[src/hw/rtl/ray_polygon_intersect_macros.svh]
// ----------------------------------------------------------------------------
// Assertion macros shared by the ray/polygon intersection RTL
// ----------------------------------------------------------------------------
`ifndef RAY_POLYGON_INTERSECT_MACROS_SVH
`define RAY_POLYGON_INTERSECT_MACROS_SVH

// same-cycle implication, disabled while reset is asserted
`define RPI_ASSERT_IMP(label, clk, rst_n, ante, cons, msg) \
	label: assert property (@(posedge clk) disable iff (!rst_n) (ante) |-> (cons)) else $error(msg);

// next-cycle implication, disabled while reset is asserted
`define RPI_ASSERT_NXT(label, clk, rst_n, ante, cons, msg) \
	label: assert property (@(posedge clk) disable iff (!rst_n) (ante) |=> (cons)) else $error(msg);

`endif

[src/hw/rtl/rpi_ram.sv]
`timescale 1ns / 1ps
// ----------------------------------------------------------------------------
// rpi_ram
// Generic single-write, single-read RAM with registered read data.
// ----------------------------------------------------------------------------
module rpi_ram #(
	parameter int WIDTH = 96,
	parameter int DEPTH = 4,
	localparam int AW = $clog2(DEPTH)
) (
	input  logic             clk,
	input  logic             we,
	input  logic [AW-1:0]    waddr,
	input  logic [WIDTH-1:0] wdata,
	input  logic [AW-1:0]    raddr,
	output logic [WIDTH-1:0] rdata
);

	logic [WIDTH-1:0] mem_q [DEPTH];

	always_ff @(posedge clk) begin
		if (we) begin
			mem_q[waddr] <= wdata;
		end
		rdata <= mem_q[raddr];
	end

endmodule

[config.mk]
export PLATFORM = sky130hd
export DESIGN_NAME = rpi_ram
export DESIGN_NICKNAME = d
export VERILOG_FILES = /design/src/hw/rtl/ray_polygon_intersect_macros.svh /design/src/hw/rtl/rpi_ram.sv
export SDC_FILE = /design/constraint.sdc
export NUM_CORES = 1
export LEC_CHECK = 0
export BUFFER_PORTS_ARGS = -buffer_cell sky130_fd_sc_hd__buf_4
export CAP_MARGIN = 15
export CORE_ASPECT_RATIO = 1.1
export CORE_MARGIN = 10
export CORE_UTILIZATION = 64
export CTS_BUF_LIST = sky130_fd_sc_hd__clkbuf_4
export CTS_CLUSTER_SIZE = 12
export DETAILED_ROUTE_END_ITERATION = 12
export PLACE_DENSITY = 0.93
export SLEW_MARGIN = 40
export SYNTH_ARGS = -nofsm -noshare
export SYNTH_HDL_FRONTEND = slang
export SYNTH_SLANG_ARGS = --single-unit
[constraint.sdc]
create_clock -name clk -period 22.8 [get_ports clk]
set_input_delay 4.56 -clock clk [delete_from_list [all_inputs] [get_ports clk]]
set_output_delay 4.56 -clock clk [all_outputs]
set_load 0.05 [all_outputs]
; ---- Word level (Yosys, flattened, before mapping)
; Memory sizes are Yosys's and may differ from the RTL's. A register that Yosys moved wholly into a read port is not among the register bits.
; Index checks and enable logic that the tools add are counted.
[op_classes]
muxes = 2
mul = 0
reduce_logical = 0
bitwise = 0
eq_ne = 0
add_sub_neg = 0
shifts = 0
order_cmp = 0
div = 0
[ops]
columns = cell, n
row1 = 2-to-1 mux 1 bit, 2
[totals]
latchBits = 0
ram_bits = 384
reg_bits = 0
mem_bits_ro = 0
memories = 1
input_bits = 102
elab_cells = 3
output_inout_bits = 96
[memory_table]
columns = memory, depth, word_bits, read_ports, rd_clocked_by_memory_dff, write_ports, line_no
row1 = mem_q, 4, 96, 1, 1, 1, rpi_ram.sv:19  ; logic [WIDTH-1:0] mem_q [DEPTH];

; ---- Logic depth before layout (Yosys ltp)
[depth]
ltp_word = 2
ltp_mapped = 4

; ---- Worst setup path before layout
; OpenSTA, ideal clock, no wires.
[synth_timing]
kind = input port to flip-flop
start = input port waddr[1]
end = memory mem_q[0][0], enable pin
path_buffers = 0
setup_time_ps = 690
t_required_ps = 22110
stages = 1
arrival_ps = 11561
path_slack_ps = 10549
cell_sequence = nor3b_1
[synth_rtl]
columns = item, line_no
row1 = from (decl), rpi_ram.sv:13  ; input logic [AW-1:0] waddr,
row2 = to (decl), rpi_ram.sv:19
; No word-level cell before the write port.

; ---- Worst setup path after layout
[layout_timing]
start = input port raddr[0]
end = register rdata[22], read port of mem_q
[layout_rtl]
columns = item, line_no
row1 = from (decl), rpi_ram.sv:15  ; input logic [AW-1:0] raddr,
row2 = to (decl), rpi_ram.sv:16  ; output logic [WIDTH-1:0] rdata
; No word-level cell between the ends.

==> results.toml <==
[drt]
drc = 0
ant_nets = 0
totalWireLength_um = 29800
first_pass_iters = 5
wire_per_inst_um = 22.7
num_vias = 7227
viasPerCell = 5.51
first_iter_violations = 492

[clock_tree]
cts_tree = "built"
postCtsSetupRepairBufs = 0
clkLatencyLatePin_ns = 0.73
cts_num_sinks = 480
cts_root_buf = "clkbuf_4"
cts_buffers = 112
cts_hold_buffers = 0
cts.repair.resized = 0
cts-htree-levels = 3
cts.clk_slew.worst_paths_ns = 0.08
clk_path_buf_depth = 3

[timing]
layout_worst_path_cycle_share_pct = 25.7
fin_crit_ns = 5.86
fin_skew_ns = 0.0432
finalSetupViolCount = 0
fin_tns_setup_ns = 0
finalWorstSetupSlack_ns = 16.94
slew_headroom_pct = 45.7
worst_slew_pin_slew_ns = 0.815
hold_viol = 0
rsz0062_at_grt = "no"
max_freq_ghz = 0.171
maxSlewViolCount = 0
hold_slack_ns = 0.537

[global_routing]
grt_first_pass_wirelength_um = 45400
antenna_found_initial = 2
grt-ovfl-total = 0
grt_pass1_vias = 8087
grt_use_met1_pct = 22.7
grt_usage_pct = 19.4
grtUsageMet2_pct = 32.8
busiest_layer = "met2"
grt_max_degree = 63
use_met3_pct = 7.13

[power_and_ir_drop]
power_leakage_nw = 6.85
power_density_nw_per_um2 = 96.7
peakVddDrop_mv = 0.0827
total_power_w = 0.00185

[worst_setup_path]
critPathArrivalTime_ns = 6.42
worstPathRequired_ns = 23.36
path_cells = "buf_6 -> buf_6 -> mux4_2"
crit_path_max_fanout = 51
crit_top_cell = "buf_6"
crit_slowest_cell = "buf_6"
end_kind = "register"
cp-start-kind = "input port"
critPathKind = "in -> reg"
slowest_delay_ns = 0.67

[final_layout]
multi_input_area_um2 = 2210
area_growth_pct = 21.1
nFillCells = 1190
ff_latch_area_um2 = 13500
drive_above_1_share_pct = 48.5
finalNetCount = 1002

[synthesis]
yosys_register_bits = 480
syn_inst = 602
ys_types = 11
synth_nets = 704
ys_seq_area_share_pct = 85.1
synth_area_um2 = 15800
syn_avg_cell_area_um2 = 26.3
yosys_warnings = 0

[die]
rows = 60
die_area_um2 = 31400
start_util_pct = 64.8
core-area_um2 = 24400
io_pins = 198
fp.dieH_um = 185
die_w_um = 170

[placed_design]
place_ws_ns = 16.12
globalplace.congestion = 0.741
hpwlAfterDp_um = 17400
io_buffers = 197

[flow_run]
drv_cap = 0

[hold_path]
hold_class = "reg -> reg"

[outcome]
status = "finished, final reports clean"
[per-stage QoR]
stage	cells	cell area, um^2	util (%)
after floorplan	602	15800	-
after global placement	1094	17600	72.1
after detailed placement	1096	17600	72.3
after CTS	1310	19100	78.4
after global routing	1311	19100	78.5
final	1312	19100	78.5
[routing by layer]
metal,up-vias,share of wire (%)
met4,0,0.95
li1,3210,-
met5,-,0
met1,3660,36
met2,330,53
met3,27,9.6
[final cells by class]
class	instances	share of cell area, %
sequential	480	70.3
tap	310	2.03
clock inverter	44	1.12
multi-input combinational	100	11.5
timing repair buffer	206	8.35
antenna	2	0.0261
clock buffer	170	6.67
[worst max-delay path: cells and delay by family]
| kind | cells | cell delay, ns |
|---|---|---|
| buffers and inverters | 2 | 1.15 |
| multiplexers | 1 | 0.64 |
[flip-flops by register name, summed over array words and instances (netlist names)]
signal and flops:
rdata 96, mem_q 384
[cell usage in the layout (no fill, tap or decap)]
master        n
and3_4        1
and3b_4       2
buf_12        1
buf_16        1
buf_4       199
buf_6         5
bufinv_16     1
clkbuf_4    170
clkinv_1     35
clkinv_2      3
clkinv_4      3
clkinvlp_4    1
dfxtp_1      96
diode_2       2
edfxtp_1    384
inv_2         1
mux4_2       96
nor3b_2       1
[power by group]
group	total (W)	internal, W	switching [W]
sequential	0.00101	0.000999	0.0000159
combinational	0.000161	0.0000588	0.000102
clock	0.000675	0.000355	0.000320
total	0.00185	0.00141	0.000438
[path summary, 6_finish.rpt]
path	startpoint	to	slack [ns]	cells past startpoint
setup / recovery	raddr[0]	rdata[22]	16.94	3
hold / removal	mem_q[3][37]	rdata[37]	0.54	1
setup reg to reg	mem_q[2][22]	rdata[22]	21.71	1
hold reg to reg	mem_q[3][37]	rdata[37]	0.54	1
[kinds of logic after synthesis]
family,count (synthesis),share of synthesized area [%]
buffers and inverters,22,1.04
DFF,480,85.1
muxes,96,13.7
and+or+nand+nor,4,0.198
[cells in the mapped netlist]
library cell / number / share of area, %
edfxtp_1: 384 / 73
dfxtp_1: 96 / 12
mux4_2: 96 / 14
buf_2: 11 / 0.35
clkbuf_1: 5 / 0.12
buf_8: 4 / 0.38
and3b_1: 2 / 0.11
and3_1: 1 / 0.040
buf_12: 1 / 0.13
buf_6: 1 / 0.071
nor3b_1: 1 / 0.047
Power figures use the tool's default switching activity.
